<file path="src/rtl/assert_macros.svh">
// assertion helpers shared by the rtl
`ifndef ASSERT_MACROS_SVH
`define ASSERT_MACROS_SVH

`ifndef SYNTHESIS

`define PHM_ASSERT_IMPLIES(label, clk, rst, cond, expr) \
  label: assert property (@(posedge clk) disable iff (rst) (cond) |-> (expr)) \
    else $error("assertion failed");

`define PHM_ASSERT_NEVER(label, clk, rst, expr) \
  label: assert property (@(posedge clk) disable iff (rst) !(expr)) \
    else $error("assertion failed");

`else

`define PHM_ASSERT_IMPLIES(label, clk, rst, cond, expr)

`define PHM_ASSERT_NEVER(label, clk, rst, expr)

`endif

`endif

</file>
<file path="src/rtl/phm_pkg.sv">
package phm_pkg;

  localparam int DEF_CHANNELS   = 2;
  localparam int DEF_LINE_WIDTH = 16;

  localparam int PREFIX_LEN = 6;
  localparam logic [4:0] TIMER_MAX = 5'd31;

  localparam logic [7:0] CH_ESC    = 8'h1b;
  localparam logic [7:0] CH_LBRACK = 8'h5b;
  localparam logic [7:0] CH_ROW0   = 8'h33;
  localparam logic [7:0] CH_SEMI   = 8'h3b;
  localparam logic [7:0] CH_ZERO   = 8'h30;
  localparam logic [7:0] CH_HOME   = 8'h48;
  localparam logic [7:0] CH_SPACE  = 8'h20;

  localparam logic [7:0] RST_BAR_CHAR  = 8'd35;
  localparam logic [7:0] RST_PEAK_CHAR = 8'd124;
  localparam logic [4:0] RST_HOLD      = 5'd20;

  // register indexes
  localparam logic [1:0] REG_BAR_CHAR  = 2'd0;
  localparam logic [1:0] REG_PEAK_CHAR = 2'd1;
  localparam logic [1:0] REG_HOLD      = 2'd2;

  // one line to draw
  typedef struct packed {
    logic       channel;
    logic [4:0] level;
    logic [4:0] peak;
  } job_t;

  typedef struct packed {
    logic full;
    logic empty;
  } fifo_stat_t;

endpackage

</file>
<file path="src/rtl/phm_front.sv">
module phm_front
  import phm_pkg::*;
#(
  parameter int CHANNELS   = DEF_CHANNELS,
  parameter int LINE_WIDTH = DEF_LINE_WIDTH
) (
  input  logic       clk,
  input  logic       rst,
  input  logic       in_valid,
  output logic       in_ready,
  input  logic       channel,
  input  logic [4:0] level,
  input  logic [4:0] hold_limit,
  input  fifo_stat_t q_stat,
  output logic       q_push,
  output job_t       q_job
);

  localparam int NCH = (CHANNELS < 2) ? CHANNELS : 2;

  logic [4:0] held_peak  [NCH];
  logic [4:0] hold_timer [NCH];

  logic       take;
  logic       channel_ok;
  logic [4:0] level_sat;
  logic [4:0] peak_cur;
  logic [4:0] timer_cur;
  logic [4:0] peak_next;
  logic [4:0] timer_next;

  assign in_ready   = !q_stat.full;
  assign take       = in_valid && in_ready;
  assign channel_ok = int'(channel) < CHANNELS;

  always_comb begin
    level_sat = level;
    if (6'(level) > 6'(LINE_WIDTH)) begin
      level_sat = 5'(LINE_WIDTH);
    end
  end

  assign peak_cur  = held_peak[channel];
  assign timer_cur = hold_timer[channel];

  always_comb begin
    peak_next  = peak_cur;
    timer_next = timer_cur;
    if (level_sat > peak_cur) begin
      peak_next  = level_sat;
      timer_next = '0;
    end else begin
      if (timer_cur != TIMER_MAX) begin
        timer_next = timer_cur + 5'd1;
      end
      // decay uses the timer before it counts
      if (timer_cur > hold_limit) begin
        peak_next = level_sat;
      end
    end
  end

  assign q_push        = take && channel_ok;
  assign q_job.channel = channel;
  assign q_job.level   = level_sat;
  assign q_job.peak    = peak_next;

  always_ff @(posedge clk) begin
    if (rst) begin
      for (int i = 0; i < NCH; i++) begin
        held_peak[i]  <= '0;
        hold_timer[i] <= '0;
      end
    end else if (q_push) begin
      held_peak[channel]  <= peak_next;
      hold_timer[channel] <= timer_next;
    end
  end

endmodule

</file>
<file path="src/rtl/phm_fifo.sv">
module phm_fifo
  import phm_pkg::*;
(
  input  logic       clk,
  input  logic       rst,
  input  logic       push,
  input  job_t       wr_job,
  input  logic       pop,
  output job_t       rd_job,
  output fifo_stat_t stat
);

  job_t       entry [2];
  logic       wptr;
  logic       rptr;
  logic [1:0] count;

  assign rd_job     = entry[rptr];
  assign stat.full  = count == 2'd2;
  assign stat.empty = count == 2'd0;

  always_ff @(posedge clk) begin
    if (push) begin
      entry[wptr] <= wr_job;
    end
  end

  always_ff @(posedge clk) begin
    if (rst) begin
      wptr  <= 1'b0;
      rptr  <= 1'b0;
      count <= '0;
    end else begin
      if (push) begin
        wptr <= !wptr;
      end
      if (pop) begin
        rptr <= !rptr;
      end
      if (push && !pop) begin
        count <= count + 2'd1;
      end else if (pop && !push) begin
        count <= count - 2'd1;
      end
    end
  end

endmodule

</file>
<file path="src/rtl/phm_back.sv">
module phm_back
  import phm_pkg::*;
#(
  parameter int LINE_WIDTH = DEF_LINE_WIDTH
) (
  input  logic       clk,
  input  logic       rst,
  input  fifo_stat_t q_stat,
  input  job_t       q_job,
  output logic       q_pop,
  input  logic [7:0] bar_character,
  input  logic [7:0] peak_character,
  output logic       out_valid,
  input  logic       out_ready,
  output logic [7:0] text_byte,
  output logic       last,
  output logic       first
);

  localparam int TOTAL = PREFIX_LEN + LINE_WIDTH;
  localparam int PW    = $clog2(TOTAL);
  localparam logic [PW-1:0] POS_END = PW'(TOTAL - 1);

  job_t          job;
  logic          busy;
  logic [PW-1:0] pos;
  logic          advance;
  logic          at_end;
  logic [7:0]    col;
  logic [7:0]    byte_next;

  assign advance = busy && (!out_valid || out_ready);
  assign at_end  = pos == POS_END;
  // next job loads as the last byte of the current one goes out
  assign q_pop   = !q_stat.empty && (!busy || (advance && at_end));

  assign col = 8'(pos) - 8'(PREFIX_LEN);

  always_comb begin
    case (8'(pos))
      8'd0:    byte_next = CH_ESC;
      8'd1:    byte_next = CH_LBRACK;
      8'd2:    byte_next = CH_ROW0 + 8'(job.channel);
      8'd3:    byte_next = CH_SEMI;
      8'd4:    byte_next = CH_ZERO;
      8'd5:    byte_next = CH_HOME;
      default: begin
        if (col == 8'(job.peak)) begin
          byte_next = peak_character;
        end else if (col < 8'(job.level)) begin
          byte_next = bar_character;
        end else begin
          byte_next = CH_SPACE;
        end
      end
    endcase
  end

  always_ff @(posedge clk) begin
    if (advance) begin
      text_byte <= byte_next;
      last      <= at_end;
      first     <= pos == '0;
    end
    if (q_pop) begin
      job <= q_job;
    end
  end

  always_ff @(posedge clk) begin
    if (rst) begin
      busy      <= 1'b0;
      pos       <= '0;
      out_valid <= 1'b0;
    end else begin
      if (advance) begin
        out_valid <= 1'b1;
        pos       <= at_end ? '0 : pos + PW'(1);
        if (at_end) begin
          busy <= q_pop;
        end
      end else begin
        if (out_valid && out_ready) begin
          out_valid <= 1'b0;
        end
        if (q_pop) begin
          busy <= 1'b1;
          pos  <= '0;
        end
      end
    end
  end

endmodule

</file>
<file path="src/rtl/peak_hold_meter_line_unit.sv">
// channel  | direction | signals
// in       | input     | in_valid, in_ready, channel, level
// out      | output    | out_valid, out_ready, text_byte, last
// cfg      | input     | cfg_valid, cfg_ready, cfg_index, cfg_data
//
// each update gives 6 + LINE_WIDTH bytes (22 by default), one per cycle from the
// byte sequencer in the back end while out_ready is high.
// the peak and timer update is done in the accept cycle; a two-entry job queue
// lets input be taken while a line is still going out.
// synchronous reset clears the peak and timer of every channel and sets the registers to their defaults.
// output stalls hold the byte register; the input stalls only with the queue full.
`include "assert_macros.svh"

module peak_hold_meter_line_unit
  import phm_pkg::*;
#(
  parameter int CHANNELS   = DEF_CHANNELS,
  parameter int LINE_WIDTH = DEF_LINE_WIDTH
) (
  input  logic       clk,
  input  logic       rst,
  input  logic       in_valid,
  output logic       in_ready,
  input  logic       channel,
  input  logic [4:0] level,
  output logic       out_valid,
  input  logic       out_ready,
  output logic [7:0] text_byte,
  output logic       last,
  input  logic       cfg_valid,
  output logic       cfg_ready,
  input  logic [1:0] cfg_index,
  input  logic [7:0] cfg_data
);

  logic [7:0] bar_character;
  logic [7:0] peak_character;
  logic [4:0] hold_limit;

  fifo_stat_t q_stat;
  job_t       push_job;
  job_t       pop_job;
  logic       q_push;
  logic       q_pop;
  logic       first;

  assign cfg_ready = 1'b1;

  always_ff @(posedge clk) begin
    if (rst) begin
      bar_character  <= RST_BAR_CHAR;
      peak_character <= RST_PEAK_CHAR;
      hold_limit     <= RST_HOLD;
    end else if (cfg_valid && cfg_ready) begin
      case (cfg_index)
        REG_BAR_CHAR:  bar_character  <= cfg_data;
        REG_PEAK_CHAR: peak_character <= cfg_data;
        REG_HOLD:      hold_limit     <= cfg_data[4:0];
        default: ;
      endcase
    end
  end

  phm_front #(
    .CHANNELS   (CHANNELS),
    .LINE_WIDTH (LINE_WIDTH)
  ) u_front (
    .clk        (clk),
    .rst        (rst),
    .in_valid   (in_valid),
    .in_ready   (in_ready),
    .channel    (channel),
    .level      (level),
    .hold_limit (hold_limit),
    .q_stat     (q_stat),
    .q_push     (q_push),
    .q_job      (push_job)
  );

  phm_fifo u_fifo (
    .clk    (clk),
    .rst    (rst),
    .push   (q_push),
    .wr_job (push_job),
    .pop    (q_pop),
    .rd_job (pop_job),
    .stat   (q_stat)
  );

  phm_back #(
    .LINE_WIDTH (LINE_WIDTH)
  ) u_back (
    .clk            (clk),
    .rst            (rst),
    .q_stat         (q_stat),
    .q_job          (pop_job),
    .q_pop          (q_pop),
    .bar_character  (bar_character),
    .peak_character (peak_character),
    .out_valid      (out_valid),
    .out_ready      (out_ready),
    .text_byte      (text_byte),
    .last           (last),
    .first          (first)
  );

  `PHM_ASSERT_NEVER(a_push_full, clk, rst, q_push && q_stat.full)
  `PHM_ASSERT_NEVER(a_pop_empty, clk, rst, q_pop && q_stat.empty)
  `PHM_ASSERT_IMPLIES(a_line_start, clk, rst, out_valid && first, text_byte == CH_ESC)
  `PHM_ASSERT_NEVER(a_first_last, clk, rst, out_valid && first && last)

endmodule

</file>
<file path="config.mk">
export PLATFORM = sky130hd
export DESIGN_NAME = peak_hold_meter_line_unit
export DESIGN_NICKNAME = d
export VERILOG_FILES = /design/src/rtl/phm_pkg.sv /design/src/rtl/phm_front.sv /design/src/rtl/phm_fifo.sv /design/src/rtl/phm_back.sv /design/src/rtl/peak_hold_meter_line_unit.sv
export VERILOG_INCLUDE_DIRS = /design/src /design/src/rtl
export SDC_FILE = /design/constraint.sdc
export NUM_CORES = 1
export LEC_CHECK = 0
export BUFFER_PORTS_ARGS = -buffer_cell sky130_fd_sc_hd__buf_2
export CAP_MARGIN = 40
export CELL_PAD_IN_SITES_DETAIL_PLACEMENT = 0
export CELL_PAD_IN_SITES_GLOBAL_PLACEMENT = 1
export CORE_ASPECT_RATIO = 0.8
export CORE_UTILIZATION = 44
export CTS_CLUSTER_DIAMETER = 120
export DETAILED_ROUTE_END_ITERATION = 10
export GPL_ROUTABILITY_DRIVEN = 0
export PLACE_DENSITY = 0.77
export SLEW_MARGIN = 20
export SYNTH_ARGS = -nofsm -noshare
export SYNTH_HDL_FRONTEND = slang
export SYNTH_HIERARCHICAL = 1
export SYNTH_SLANG_ARGS = --single-unit
</file>
<file path="constraint.sdc">
create_clock -name clk -period 2.6 [get_ports clk]
set_input_delay 0.13 -clock clk [delete_from_list [all_inputs] [get_ports clk]]
set_output_delay 0.13 -clock clk [all_outputs]
set_load 0.01 [all_outputs]
</file>
==> results.toml <==
[outcome]
status = "finished clean"

[timing]
tightest_slew_ns = 0.5346
maxSlewViolCount = 0
rsz0062_at_grt = "no"
clock_skew_ns = 0.009033
tns_ns = 0
setup_viol = 0
finalCriticalPeriod_ns = 2.354
fmax_mhz = 424.8
finalHoldViolCount = 0
worst_slack_ns = 0.2459
finalCritPeriodShare_pct = 90.54
slew_headroom_pct = 64.36

[routing]
dr.pass1.iters = 4
wirelength_um = 8762
ant_nets = 0
viasPerCell = 5.069
drcViolationCount = 0
first_iter_violations = 147
vias = 3067
wire_per_inst_um = 14.48

[setup_path]
critPathTopFamily = "compound AO/OA/AOI/OAI gates"
crit_type = "flip-flop to flip-flop"
required_ns = 2.70
crit_top_cell = "ha_1"
worst_setup_path_end_kind = "flip-flop"
cp_num_buf_inv = 0
slowest_delay_ns = 0.46
r2r_cells = 7
cp.depth = 7
crit_fanout = 7
critical_path_arrival_ns = 2.45
path_cells = "ha_1 -> xnor2_1 -> ha_1 -> o21ai_0 -> a21oi_1 -> and4b_1 -> a221o_1"
start_kind = "flip-flop"
cpMaxStageDelayCell = "dfxtp_1"

[pwr]
peakVddDrop_uv = 353.4
p_per_area_nw_per_um2 = 801.3
p_leak_nw = 2.201

[flow_run]
max-cap-violations = 0

[final_layout]
area_growth_pct = 12.81
diodes = 0
fin_nets = 502
drive_above_1_share_pct = 21.29
seqCellArea_um2 = 2522
nFillCells = 968
multi_input_area_um2 = 2116

[placement]
dp_slack_ns = 0.1032
dpl.hpwl_um = 6325
numPortBuffers = 31

[hold_path]
whs_path_depth = 3
worst_hold_path_type = "primary input to flip-flop"

[floorplan]
core_area_um2 = 10490
dieArea_um2 = 11460
die_w_um = 119.4
fp-row-count = 33
die_h_um = 95.95
io_pins = 33
start_util_pct = 46.29

[synthesis]
syn_avg_cell_area_um2 = 11.56
syn_nets = 462
ys_warn_count = 6
netlist_area_um2 = 4855
synthCells = 420

[clock_tree]
cts.sinks = 95
cts_tree = "yes"
clk_latency_ns = 0.34
root_buffer = "clkbuf_16"
clk_pin_slew_ns = 0.07
post_cts_buffers = 0
cts_buffer_depth = 2
cts_hold_buffers = 0
cts_resized = 0
numCtsBuffers = 9
htreeDepth = 3

[global_route]
grt_util_all_layers_pct = 17.22
antenna_found_initial = 0
grt_pass1_wl_um = 15190
grt_pass1_vias = 3090
gr-total-overflow = 0
grt_max_degree = 47
==> cells in the final DEF (no fill, tap or decap), drive strengths merged, types with 9 or more instances in the layout <==
cell type	count
dfxtp	33
ha	21
nor2	44
nor2b	13
nand2b	21
clkbuf	9
mux2i	37
buf	48
a21oi	13
inv	27
mux2	22
edfxtp	62
nand2	30
==> worst paths after layout <==
path / from / end / slack (ns)
setup reg to reg: u_back/pos[1] / u_back/text_byte[0] / 0.25
hold reg to reg: peak_character[7] / peak_character[7] / 0.48
hold / removal: cfg_data[6] / bar_character[6] / 0.07
setup / recovery: u_back/pos[1] / u_back/text_byte[0] / 0.25
==> state kept, by name, indices dropped and copies added (netlist names), 2 cells and up, named ones only <==
register and flops:
u_fifo/entry 22, u_fifo/count 2, bar_character 8, hold_limit 5
u_back/job 11, u_front/held_peak 10, u_back/pos 5, peak_character 8
u_front/hold_timer 10, u_back/text_byte 8
==> per-stage QoR <==
step	cells	total power [mW]	cell area [µm²]	hold slack, ns	util, %
floorplan	420	2.859	4858	0.1991	-
global placement	589	3.122	5186	0.4066	49.45
detailed placement	589	3.152	5186	0.4187	49.45
CTS	605	4.440	5477	0.05310	52.22
global route	605	4.641	5477	0.07080	52.22
finish	605	4.388	5477	0.06513	52.22
==> layer usage <==
| metal | part of all wire [%] | vias to the layer above | wire, µm | global-route usage (%) |
|---|---|---|---|---|
| met4 | 1.6 | 0 | 136 | 6.042 |
| met2 | 46 | 44 | 3988 | 28.34 |
| met5 | 0 | - | 0 | 0 |
| met1 | 50 | 1452 | 4347 | 22.72 |
| li1 | - | 1559 | - | - |
| met3 | 3.3 | 12 | 290 | 3.614 |
==> worst reg2reg max path, cell delays in order, from the launching register on <==
cell and delay (ns):
dfxtp_1 0.46, ha_1 0.28, xnor2_1 0.19, ha_1 0.21, o21ai_0 0.08, a21oi_1 0.21
and4b_1 0.31, a221o_1 0.37
==> area by class of cell <==
| cell class | count | share of cell area (%) |
|---|---|---|
| flip-flops and latches | 95 | 46.06 |
| multi-input cells | 282 | 38.63 |
| repair buffers | 48 | 5.163 |
| clock buffers | 9 | 4.112 |
| well taps | 140 | 3.199 |
| inverters | 24 | 1.645 |
| clock inverters | 7 | 1.188 |
==> where the power goes <==
part	total, mW	switching [mW]	internal, mW	leakage, nW
sequential	2.06	0.125	1.94	0.873
clock	1.28	0.611	0.669	0.137
combinational	1.05	0.568	0.479	1.19
No activity file was read; power rests on OpenSTA's default activity.
